**config.mk**
```make
export PLATFORM = sky130hd
export DESIGN_NAME = keycode_alarm_controller
export DESIGN_NICKNAME = d
export VERILOG_FILES = /design/src/hdl/kac_pkg.sv /design/src/hdl/kac_key_decode.sv /design/src/hdl/kac_core.sv /design/src/hdl/keycode_alarm_controller.sv
export VERILOG_INCLUDE_DIRS = /design/src /design/src/hdl
export SDC_FILE = /design/constraint.sdc
export NUM_CORES = 1
export LEC_CHECK = 0
export ABC_AREA = 1
export BUFFER_PORTS_ARGS = -buffer_cell sky130_fd_sc_hd__buf_2
export CORE_MARGIN = 8
export CORE_UTILIZATION = 35
export CTS_BUF_LIST = sky130_fd_sc_hd__clkbuf_4
export CTS_CLUSTER_DIAMETER = 60
export DETAILED_ROUTE_END_ITERATION = 16
export SLEW_MARGIN = 0
export SYNTH_ARGS = -nofsm -noshare
export SYNTH_HDL_FRONTEND = slang
export SYNTH_HIERARCHICAL = 1
export SYNTH_SLANG_ARGS = --single-unit
```
**constraint.sdc**
```tcl
create_clock -name clk -period 2.3 [get_ports clk]
set_input_delay 0.345 -clock clk [delete_from_list [all_inputs] [get_ports clk]]
set_output_delay 0.345 -clock clk [all_outputs]
set_load 0.01 [all_outputs]
```
**src/hdl/keycode_alarm_controller_macros.svh**
```systemverilog
// Assertion macros used by the alarm panel top level.
`ifndef KEYCODE_ALARM_CONTROLLER_MACROS_SVH
`define KEYCODE_ALARM_CONTROLLER_MACROS_SVH

// Same-cycle implication, checked outside reset
`define KAC_ASSERT_NOW(label, clk, rst_n, ante, cons) \
  label: assert property (@(posedge clk) disable iff (!rst_n) (ante) |-> (cons)) \
    else $error("alarm panel check failed");

// Next-cycle implication, checked outside reset
`define KAC_ASSERT_NEXT(label, clk, rst_n, ante, cons) \
  label: assert property (@(posedge clk) disable iff (!rst_n) (ante) |=> (cons)) \
    else $error("alarm panel check failed");

`endif

```
**src/hdl/kac_pkg.sv**
```systemverilog
// Shared types, key codes and message codes of the alarm panel.
`default_nettype none
package kac_pkg;

  localparam int CODE_LENGTH_DEF = 4;
  localparam int NUM_CODE_DIGITS = 4;
  localparam int NUM_DIGIT_KEYS  = 10;

  // Remote key codes
  localparam logic [31:0] KEY_ARM    = 32'h00FF_906F;
  localparam logic [31:0] KEY_DISARM = 32'h00FF_E01F;
  localparam logic [31:0] DIGIT_KEYS [NUM_DIGIT_KEYS] = '{
    32'h00FF_6897, 32'h00FF_30CF, 32'h00FF_18E7, 32'h00FF_7A85, 32'h00FF_10EF,
    32'h00FF_38C7, 32'h00FF_5AA5, 32'h00FF_42BD, 32'h00FF_4AB5, 32'h00FF_52AD
  };

  // Configuration register indexes
  localparam logic [1:0] REG_CODE_DIGIT0 = 2'd0;
  localparam logic [1:0] REG_CODE_DIGIT3 = 2'd3;

  typedef enum logic [2:0] {
    MSG_NONE       = 3'd0,
    MSG_ASK_ARM    = 3'd1,
    MSG_ASK_DISARM = 3'd2,
    MSG_DIGIT      = 3'd3,
    MSG_RETRY      = 3'd4,
    MSG_ARMED      = 3'd5,
    MSG_DISARMED   = 3'd6,
    MSG_DETECTED   = 3'd7
  } msg_t;

  // Decoded remote key
  typedef struct packed {
    logic       is_arm;
    logic       is_disarm;
    logic       is_digit;
    logic [3:0] digit;
  } key_t;

  // One result transaction
  typedef struct packed {
    logic       armed;
    logic       alert;
    logic       buzzer;
    msg_t       message;
    logic [3:0] shown_digit;
  } result_t;

endpackage
`default_nettype wire

```
**src/hdl/kac_key_decode.sv**
```systemverilog
// Decoder from a 32-bit remote code to arm, disarm and digit keys.
`default_nettype none
module kac_key_decode (
  input  wire logic [31:0] ir_code,
  output kac_pkg::key_t    key
);
  import kac_pkg::*;

  // Parallel match against every known key
  always_comb begin
    key.is_arm    = (ir_code == KEY_ARM);
    key.is_disarm = (ir_code == KEY_DISARM);
    key.is_digit  = 1'b0;
    key.digit     = '0;
    for (int d = 0; d < NUM_DIGIT_KEYS; d++) begin
      if (ir_code == DIGIT_KEYS[d]) begin
        key.is_digit = 1'b1;
        key.digit    = 4'(d);
      end
    end
  end

endmodule
`default_nettype wire

```
**src/hdl/kac_core.sv**
```systemverilog
// Panel state, stored passcode and the single-pass update of one event.
`default_nettype none
module kac_core #(
  parameter int CODE_LENGTH = kac_pkg::CODE_LENGTH_DEF
) (
  input  wire logic            clk,
  input  wire logic            rst_n,
  input  wire logic            cfg_wr_en,
  input  wire logic [1:0]      cfg_index,
  input  wire logic [3:0]      cfg_wdata,
  input  wire logic            upd_en,
  input  wire logic            kind,
  input  wire kac_pkg::key_t   key,
  input  wire logic            motion_level,
  input  wire logic            button_level,
  output kac_pkg::result_t     res_nxt
);
  import kac_pkg::*;

  localparam logic [2:0] LEN = 3'(CODE_LENGTH);

  logic [3:0] code_r    [NUM_CODE_DIGITS];
  logic [3:0] entered_r [NUM_CODE_DIGITS];
  logic [3:0] entered_nxt [NUM_CODE_DIGITS];
  logic       armed_r, armed_nxt;
  logic       arm_req_r, arm_req_nxt;
  logic       disarm_req_r, disarm_req_nxt;
  logic [2:0] count_r, count_nxt;
  logic       motion_seen_r, motion_seen_nxt;
  logic       last_button_r, last_button_nxt;
  logic       alert_r, alert_nxt;
  logic       buzzer_r, buzzer_nxt;
  msg_t       msg_r, msg_nxt;
  logic [3:0] digit_r, digit_nxt;
  logic       same;

  // Entry matches the stored code over the active length
  always_comb begin
    same = 1'b1;
    for (int k = 0; k < NUM_CODE_DIGITS; k++) begin
      if (k < CODE_LENGTH && code_r[k] != entered_r[k]) begin
        same = 1'b0;
      end
    end
  end

  // Next state for one event
  always_comb begin
    armed_nxt       = armed_r;
    arm_req_nxt     = arm_req_r;
    disarm_req_nxt  = disarm_req_r;
    count_nxt       = count_r;
    motion_seen_nxt = motion_seen_r;
    last_button_nxt = last_button_r;
    alert_nxt       = alert_r;
    buzzer_nxt      = buzzer_r;
    msg_nxt         = msg_r;
    digit_nxt       = digit_r;
    entered_nxt     = entered_r;
    if (!kind) begin
      // settle a pending entry
      if (count_r > LEN) begin
        msg_nxt   = MSG_RETRY;
        count_nxt = '0;
      end else if (count_r == LEN) begin
        if (same) begin
          if (arm_req_r) begin
            armed_nxt = 1'b1;
            msg_nxt   = MSG_ARMED;
            count_nxt = '0;
          end else if (disarm_req_r) begin
            armed_nxt  = 1'b0;
            msg_nxt    = MSG_DISARMED;
            buzzer_nxt = 1'b0;
            count_nxt  = '0;
          end
        end else begin
          msg_nxt   = MSG_RETRY;
          count_nxt = '0;
        end
        arm_req_nxt    = 1'b0;
        disarm_req_nxt = 1'b0;
      end
      // request keys
      if (key.is_arm) begin
        msg_nxt     = MSG_ASK_ARM;
        arm_req_nxt = 1'b1;
      end else if (key.is_disarm) begin
        msg_nxt        = MSG_ASK_DISARM;
        disarm_req_nxt = 1'b1;
      end
      // digit entry while a request is pending; an extra digit is only counted
      if ((arm_req_nxt || disarm_req_nxt) && key.is_digit) begin
        msg_nxt   = MSG_DIGIT;
        digit_nxt = key.digit;
        if (count_nxt < LEN) begin
          entered_nxt[count_nxt[1:0]] = key.digit;
        end
        if (count_nxt <= LEN) begin
          count_nxt = count_nxt + 3'd1;
        end
      end
    end else begin
      // motion rising edge while armed
      if (armed_r) begin
        if (motion_level) begin
          if (!motion_seen_r) begin
            alert_nxt       = 1'b1;
            msg_nxt         = MSG_DETECTED;
            buzzer_nxt      = 1'b1;
            motion_seen_nxt = 1'b1;
          end
        end else begin
          motion_seen_nxt = 1'b0;
        end
      end
      // button press toggles arming
      if (last_button_r && !button_level) begin
        if (!armed_r) begin
          armed_nxt = 1'b1;
          msg_nxt   = MSG_ARMED;
        end else begin
          armed_nxt       = 1'b0;
          msg_nxt         = MSG_DISARMED;
          motion_seen_nxt = 1'b0;
        end
      end
      last_button_nxt = button_level;
    end
  end

  // Result after this event
  always_comb begin
    res_nxt.armed       = armed_nxt;
    res_nxt.alert       = alert_nxt;
    res_nxt.buzzer      = buzzer_nxt;
    res_nxt.message     = msg_nxt;
    res_nxt.shown_digit = (msg_nxt == MSG_DIGIT) ? digit_nxt : 4'd0;
  end

  // State and passcode registers
  always_ff @(posedge clk) begin
    if (!rst_n) begin
      armed_r       <= 1'b0;
      arm_req_r     <= 1'b0;
      disarm_req_r  <= 1'b0;
      count_r       <= '0;
      motion_seen_r <= 1'b0;
      last_button_r <= 1'b0;
      alert_r       <= 1'b0;
      buzzer_r      <= 1'b0;
      msg_r         <= MSG_NONE;
      digit_r       <= '0;
      for (int k = 0; k < NUM_CODE_DIGITS; k++) begin
        entered_r[k] <= '0;
        code_r[k]    <= '0;
      end
    end else begin
      if (cfg_wr_en) begin
        code_r[cfg_index] <= cfg_wdata;
      end
      if (upd_en) begin
        armed_r       <= armed_nxt;
        arm_req_r     <= arm_req_nxt;
        disarm_req_r  <= disarm_req_nxt;
        count_r       <= count_nxt;
        motion_seen_r <= motion_seen_nxt;
        last_button_r <= last_button_nxt;
        alert_r       <= alert_nxt;
        buzzer_r      <= buzzer_nxt;
        msg_r         <= msg_nxt;
        digit_r       <= digit_nxt;
        entered_r     <= entered_nxt;
      end
    end
  end

endmodule
`default_nettype wire

```
**src/hdl/keycode_alarm_controller.sv**
```systemverilog
// Top level of the keypad code lock alarm panel.
// Each input transaction (a remote key event or a motion/button sample) passes
// an input register, is applied to the panel state and leaves
// through a result register: one result transaction per input, and a new input
// is taken every cycle while the result side keeps up, so the sustained rate is
// one transaction per clock. The passcode must be written through the cfg_ port
// (index 0 to 3, first to fourth digit) while the panel is idle; the block itself
// does not enforce this, and no clearing pass follows reset.
`default_nettype none
`include "keycode_alarm_controller_macros.svh"
module keycode_alarm_controller #(
  parameter int CODE_LENGTH = kac_pkg::CODE_LENGTH_DEF
) (
  input  wire logic        clk,
  input  wire logic        rst_n,
  input  wire logic        cfg_wr_en,
  input  wire logic [1:0]  cfg_index,
  input  wire logic [3:0]  cfg_wdata,
  input  wire logic        in_valid,
  output logic             in_stall,
  input  wire logic        in_kind,
  input  wire logic [31:0] in_ir_code,
  input  wire logic        in_motion_level,
  input  wire logic        in_button_level,
  output logic             out_valid,
  input  wire logic        out_stall,
  output logic             out_armed,
  output logic             out_alert,
  output logic             out_buzzer,
  output logic [2:0]       out_message,
  output logic [3:0]       out_shown_digit
);
  import kac_pkg::*;

  logic        in_valid_r;
  logic        kind_r;
  logic [31:0] ir_code_r;
  logic        motion_r;
  logic        button_r;
  logic        out_valid_r;
  result_t     res_r;
  result_t     res_nxt;
  key_t        key;
  logic        out_free;
  logic        advance;
  logic        in_take;

  // Handshake: the input stage moves on when the result register is free
  assign out_free = !out_valid_r || !out_stall;
  assign advance  = in_valid_r && out_free;
  assign in_stall = in_valid_r && !out_free;
  assign in_take  = in_valid && !in_stall;

  // Input register
  always_ff @(posedge clk) begin
    if (!rst_n) begin
      in_valid_r <= 1'b0;
    end else if (!in_stall) begin
      in_valid_r <= in_valid;
    end
  end

  always_ff @(posedge clk) begin
    if (in_take) begin
      kind_r    <= in_kind;
      ir_code_r <= in_ir_code;
      motion_r  <= in_motion_level;
      button_r  <= in_button_level;
    end
  end

  kac_key_decode u_decode (
    .ir_code (ir_code_r),
    .key     (key)
  );

  kac_core #(
    .CODE_LENGTH (CODE_LENGTH)
  ) u_core (
    .clk          (clk),
    .rst_n        (rst_n),
    .cfg_wr_en    (cfg_wr_en),
    .cfg_index    (cfg_index),
    .cfg_wdata    (cfg_wdata),
    .upd_en       (advance),
    .kind         (kind_r),
    .key          (key),
    .motion_level (motion_r),
    .button_level (button_r),
    .res_nxt      (res_nxt)
  );

  // Result register
  always_ff @(posedge clk) begin
    if (!rst_n) begin
      out_valid_r <= 1'b0;
    end else if (out_free) begin
      out_valid_r <= in_valid_r;
    end
  end

  always_ff @(posedge clk) begin
    if (advance) begin
      res_r <= res_nxt;
    end
  end

  assign out_valid       = out_valid_r;
  assign out_armed       = res_r.armed;
  assign out_alert       = res_r.alert;
  assign out_buzzer      = res_r.buzzer;
  assign out_message     = res_r.message;
  assign out_shown_digit = res_r.shown_digit;

  // Checks
  `KAC_ASSERT_NOW(a_digit_only_with_msg, clk, rst_n, out_valid_r && res_r.shown_digit != 4'd0, res_r.message == MSG_DIGIT)
  `KAC_ASSERT_NOW(a_digit_range, clk, rst_n, out_valid_r, res_r.shown_digit <= 4'd9)
  `KAC_ASSERT_NEXT(a_held_item_kept, clk, rst_n, in_valid_r && !out_free, in_valid_r && out_valid_r)
  `KAC_ASSERT_NEXT(a_no_invented_result, clk, rst_n, !in_valid_r && out_free, !out_valid_r)

endmodule
`default_nettype wire

```
# Yosys cells after proc, flatten, opt, wreduce, memory -nomap -nowiden
# Memories as Yosys holds them, arrays and structs flattened.
# Index checks and enable logic that the tools add are counted.
word_totals:
  ff_bits: 80
  ramBits: 16
  input_bits: 46
  wordCells: 151
  n_memories: 1
mem_list:
  columns: ["memory", "depth", "word_bits", "rd", "rd_clocked_by_memory_dff", "wr", "line_no", "text"]
  rows:
  - ["u_core.code_r", 4, 4, 4, 0, 4, "kac_core.sv:22", "logic [3:0] code_r [NUM_CODE_DIGITS];"]
classes:
  addsub: 1
  magnitude_cmp: 5
  eq_ne: 18
  muxes: 82
  bitwise: 2
  n_reduce_logical: 17
op_table:
  columns: ["operator", "n"]
  rows:
  - ["== test 32 x 24 -> 1 bit, second input constant", 12]
  - ["2-to-1 mux 3 bit", 21]
  - ["2-to-1 mux 5 bit", 10]
  - ["2-to-1 mux 1 bit", 43]
  - ["bitwise mux 16 bit", 1]
  - ["2-to-1 mux 4 bit", 4]
  - ["!= test 4 bit", 4]
  - ["demux 4 bit (select 2 bit)", 1]
  - ["logical AND 1 bit", 6]
  - ["zero test 1 bit", 5]
  - ["2-to-1 mux 2 bit", 2]
  - ["AND reduction 2 bit", 2]
  - ["AND reduction 4 bit", 1]
  - ["OR reduction 4 bit", 1]
  - ["adder 3 x 1 -> 3 bit, second input constant", 1]
  - ["== test 3 x 2 -> 1 bit, second input constant", 1]
  - ["== test 3 bit, second input constant", 1]
  - [">= comparator 3 bit, second input constant", 1]
  - ["greater-than comparator 3 bit, second input constant", 1]
  - ["less-or-equal comparator 3 bit, second input constant", 1]
  - ["< comparator 3 x 1 -> 1 bit, second input constant", 1]
  - ["< comparator 3 bit, second input constant", 1]
  - ["inverter 2 -> 3 bit", 1]
  - ["logical OR 1 bit", 2]
  - ["inverter 1 bit", 1]

# Logic depth before layout (Yosys ltp)
# An unclocked memory read counts as a cell.
logic_depth:
  ltp_word: 16
  depth_mapped: 19
  mapped_depth_nobuf: 18

# Hierarchy
# Netlist, hierarchy kept.
modules_own_cells:
  columns: ["mod", "instances", "cells_per_inst", "area_per_inst_um2", "seq_area_each_um2"]
  rows:
  - ["kac_core", 1, 384, 2738.9, 1141.1]
  - ["keycode_alarm_controller", 1, 58, 1446.4, 1391.3]
  - ["kac_key_decode", 1, 98, 470.5, 0.0]

# Least setup slack after synthesis
# No wires, ideal clock.
synth_path:
  path_kind: "register to register"
  startpoint: "register ir_code_r[24]"
  endpoint: "register res_r (netlist bit out_shown_digit[0]) (data pin)"
  setup_time_ps: 252
  t_arrival_ps: 2099
  slack_ps: -51
  stages_incl_launch_ff: 20
  period_less_slack_ps: 2351
  cell_sequence: "edfxtp_1 > inv_1 > nand2_1 > nor2_1 > nand2_1 > nor2_2 > buf_6 > nand3_2 > nor4_2 > inv_1 > a22oi_1 > nand2_1 > nand2_4 > inv_4 > a21oi_1 > nand2_1 > nand2_1 > nand2_2 > nand3_2 > nor2_1"
synth_rtl:
  columns: ["element", "line_no", "text"]
  rows:
  - ["start: declaration", "keycode_alarm_controller.sv:37", "logic [31:0] ir_code_r;"]
  - ["start signal: assignment", "keycode_alarm_controller.sv:66", "ir_code_r <= in_ir_code;"]
  - ["end signal: assignment", "keycode_alarm_controller.sv:104", "res_r <= res_nxt;"]
  - ["end: declaration", "keycode_alarm_controller.sv:41", "result_t res_r;"]

==> results_dict.tcl <==
set metrics [dict create \
    comb_power_share 0.100 \
    antenna_found_initial 0 \
    areaGrowthSynthToFinish_pct 22.8 \
    tritoncts "built" \
    start_util 0.354 \
    wl_mm 9.58 \
    vias 3698 \
    yosys_register_bits 96 \
    syn_avg_cell_area_um2 8.62 \
    seq_area_frac_synth 0.544 \
    dpl.cell_count 778 \
    drtIter0Drc 136 \
    synthArstFlopShare 0 \
    synth_mux_area_frac 0 \
    dr_wl_met3_um 496 \
    required_ns 2.65 \
    setup_viol 23 \
    status "finished with violations" \
    p_switching_mw 0.790 \
    finalPower_mw 3.29 \
    wl_met1_mm 4.21 \
    cts_buffers 9 \
    grt_pass1_vias 3668 \
    p_clk_frac 0.300 \
    p_per_area_nw_per_um2 575 \
    core_area_um2 13100 \
    clock_sinks 96 \
    fin_skew_ns 0.0193 \
    synth_adder_area_share 0.0134 \
    syn-cell-area_um2 4660 \
    drc_errors 0 \
    h-tree-depth 3 \
    placed_area_um2 5230 \
    switching_share 0.241 \
    whs_ns 0.0541 \
    die_x_um 131 \
    cp-start-kind "register" \
    rsz0062_at_grt "yes" \
    crit_path_end_kind "register" \
    nets 690 \
    synth_top_family_by_area "simple AND/OR/NAND/NOR gates" \
    hold_viol 0 \
    fin_crit_sh 1.02 \
    antennaDiodeCount 0 \
    max_freq_mhz 424 \
    min_period_ns 2.36 \
    ys.flop_type "edfxtp_1" \
    synth_cell_types 38 \
    portBuffers 57 \
    first_pass_iters 4 \
    grt_pass1_wl_mm 16.2 \
    yosys.area_share.simple 0.238 \
    synthCells 540 \
    violations "negative setup slack" \
    cts_max_path_buffers 2 \
    wire_per_inst_um 11.7 \
    dp_hpwl_mm 7.06 \
    clkTransAtPathRegs_ns 0.14 \
    internal_power_mw 2.50 \
    placementRows 42 \
    root_buffer "clkbuf_4" \
    grt_overflow 0 \
    drive_gt1_frac 0.247 \
    dieHeight_um 131 \
    dr.max_layer_used "met4" \
    stdcell_count 820 \
    synth_edf_count 61 \
    synth_compound_area_frac 0.0978 \
    ios 58 \
    design_area_um2 5720 \
    place_ws_ns -0.118 \
    dieArea_um2 17200 \
    worstRegToRegCells 17 \
    p_seq_frac 0.600 \
    worstPathArrival_ns 2.71 \
    criticalPathCategory "reg2reg" \
    clock_latency_ns 0.46 \
    hold_path_depth 1 \
    relSlewSlack 0.644 \
    gp_congestion 0.848 \
    grt_util_all_layers 0.114 \
    yosys_warnings 6 \
    p_leak_nw 2.57 \
    synth_xor_area_frac 0.00564 \
    fin_ws_ns -0.0573 \
    syn_nets 591 \
    drv_slew 0 \
    viasPerCell 4.51 \
    hold_class "in2reg" \
    worst_pin_slew_ns 0.528 \
    maxCapViolCount 0 \
    peakVddDrop_uv 314 \
    grt_start_max_net_pins 36 \
    wl_met2_mm 4.70 \
    crit_fanout 8 \
    drtAntennaViolNets 0 \
]
power groups by stage:
stage / logic [mW] / clock network [mW] / registers, mW
3_5_place_dp: 0.293 / 0 / 2.01
5_1_grt: 0.376 / 1.10 / 1.98
6_report: 0.330 / 0.986 / 1.97
4_1_cts: 0.311 / 1.04 / 1.97
3_3_place_gp: 0.287 / 0 / 2.01
2_1_floorplan: 0.196 / 0 / 2.00
layout by cell type, fill, tap and decap left out, types with 10 or more instances in the layout:
cell           count
nand2_1          108
inv_1             99
edfxtp_1          61
buf_2             57
nor2_1            55
dfxtp_1           35
a21oi_1           33
buf_4             26
nand3_1           21
o21ai_1           16
dlygate4sd3_1     12
o21ai_0           10
stage by stage:
step	setup TNS [ns]	utilization
after floorplan	0	-
after global placement	-0.471	0.398
after detailed placement	-1.59	0.398
after CTS	-0.494	0.420
after global routing	-6.93	0.435
final	-0.533	0.435
registers in the layout (all words and copies together) (netlist names), 3 cells and up, named ones only:
signal,cells
u_core/msg_r,3
out_shown_digit,4
u_core/entered_r,16
u_core/code_r,16
ir_code_r,32
out_message,3
u_core/digit_r,4
u_core/count_r,3
cell type report:
type	instances	area, um^2
clock buffer	9	67.6
multi-input combinational	325	1770
clock inverter	7	86.3
inverter	110	415
tap	176	220
sequential	96	2530
timing repair buffer	97	623
fill	1294	7420
per-layer routing:
layer | GRT usage | vias to the layer above
li1 | - | 1934
met1 | 0.128 | 1670
met2 | 0.194 | 78
met3 | 0.0408 | 16
met4 | 0.0466 | 0
met5 | 0 | -
path summary, 6_finish.rpt:
path | start | endpoint | slack (ns)
max | ir_code_r[30]$_DFFE_PP_ | u_core/entered_r[4]$_SDFFE_PN0P_ | -0.06
min | in_ir_code[17] | ir_code_r[17]$_DFFE_PP_ | 0.05
max reg2reg | ir_code_r[30]$_DFFE_PP_ | u_core/entered_r[4]$_SDFFE_PN0P_ | -0.06
min reg2reg | u_core/last_button_r$_SDFFE_PN0P_ | u_core/last_button_r$_SDFFE_PN0P_ | 0.46
critical path: stages, from the launching register on:
cell and delay, ns:
edfxtp_1 0.39, inv_1 0.06, nand2_1 0.05, nor2_1 0.08
nand2_1 0.10, nor2_4 0.15, nand3_4 0.10, nor4_4 0.18
buf_4 0.17, a21oi_2 0.04, nand2_1 0.10, nand2_4 0.08
buf_6 0.12, nor2_4 0.14, buf_6 0.14, nand3_4 0.12
o21ai_1 0.17, a21oi_1 0.06
cell families (layout without fill, tap and decap cells):
group                      after synthesis  count (layout)
AOI/OAI and AO/OA                       82              82
xor gates and xnor gates                 3               3
adders and majority gates                5               5
buffers and inverters                  119             223
DFF                                     96              96
and+or+nand+nor                        235             235
repair_timing:
item / CTS / global route
setup endpoints to repair: 23 / 34
pin swaps: 0 / 4
endpoints found under the hold margin: 5 / 7
buffers inserted: 8 / 6
hold buffers: 5 / 7
gates resized for setup: 8 / 34
synthesized netlist by cell type, drive strengths merged, types with 2 or more instances:
cell,count,area (um^2)
nand2,116,465
clkbuf,2,7.51
ha,5,62.6
a21oi,40,219
dfxtp,35,701
nor3,7,35.0
nand3,30,195
edfxtp,61,1830
buf,7,48.8
o21a,4,30.0
clkinv,2,7.51
o21ai,33,169
nor2,68,298
nand4,10,75.1
xor2,2,17.5
nor4,2,25.0
inv,108,408
o211ai,2,15.0
(Power assumes the default switching activity.)
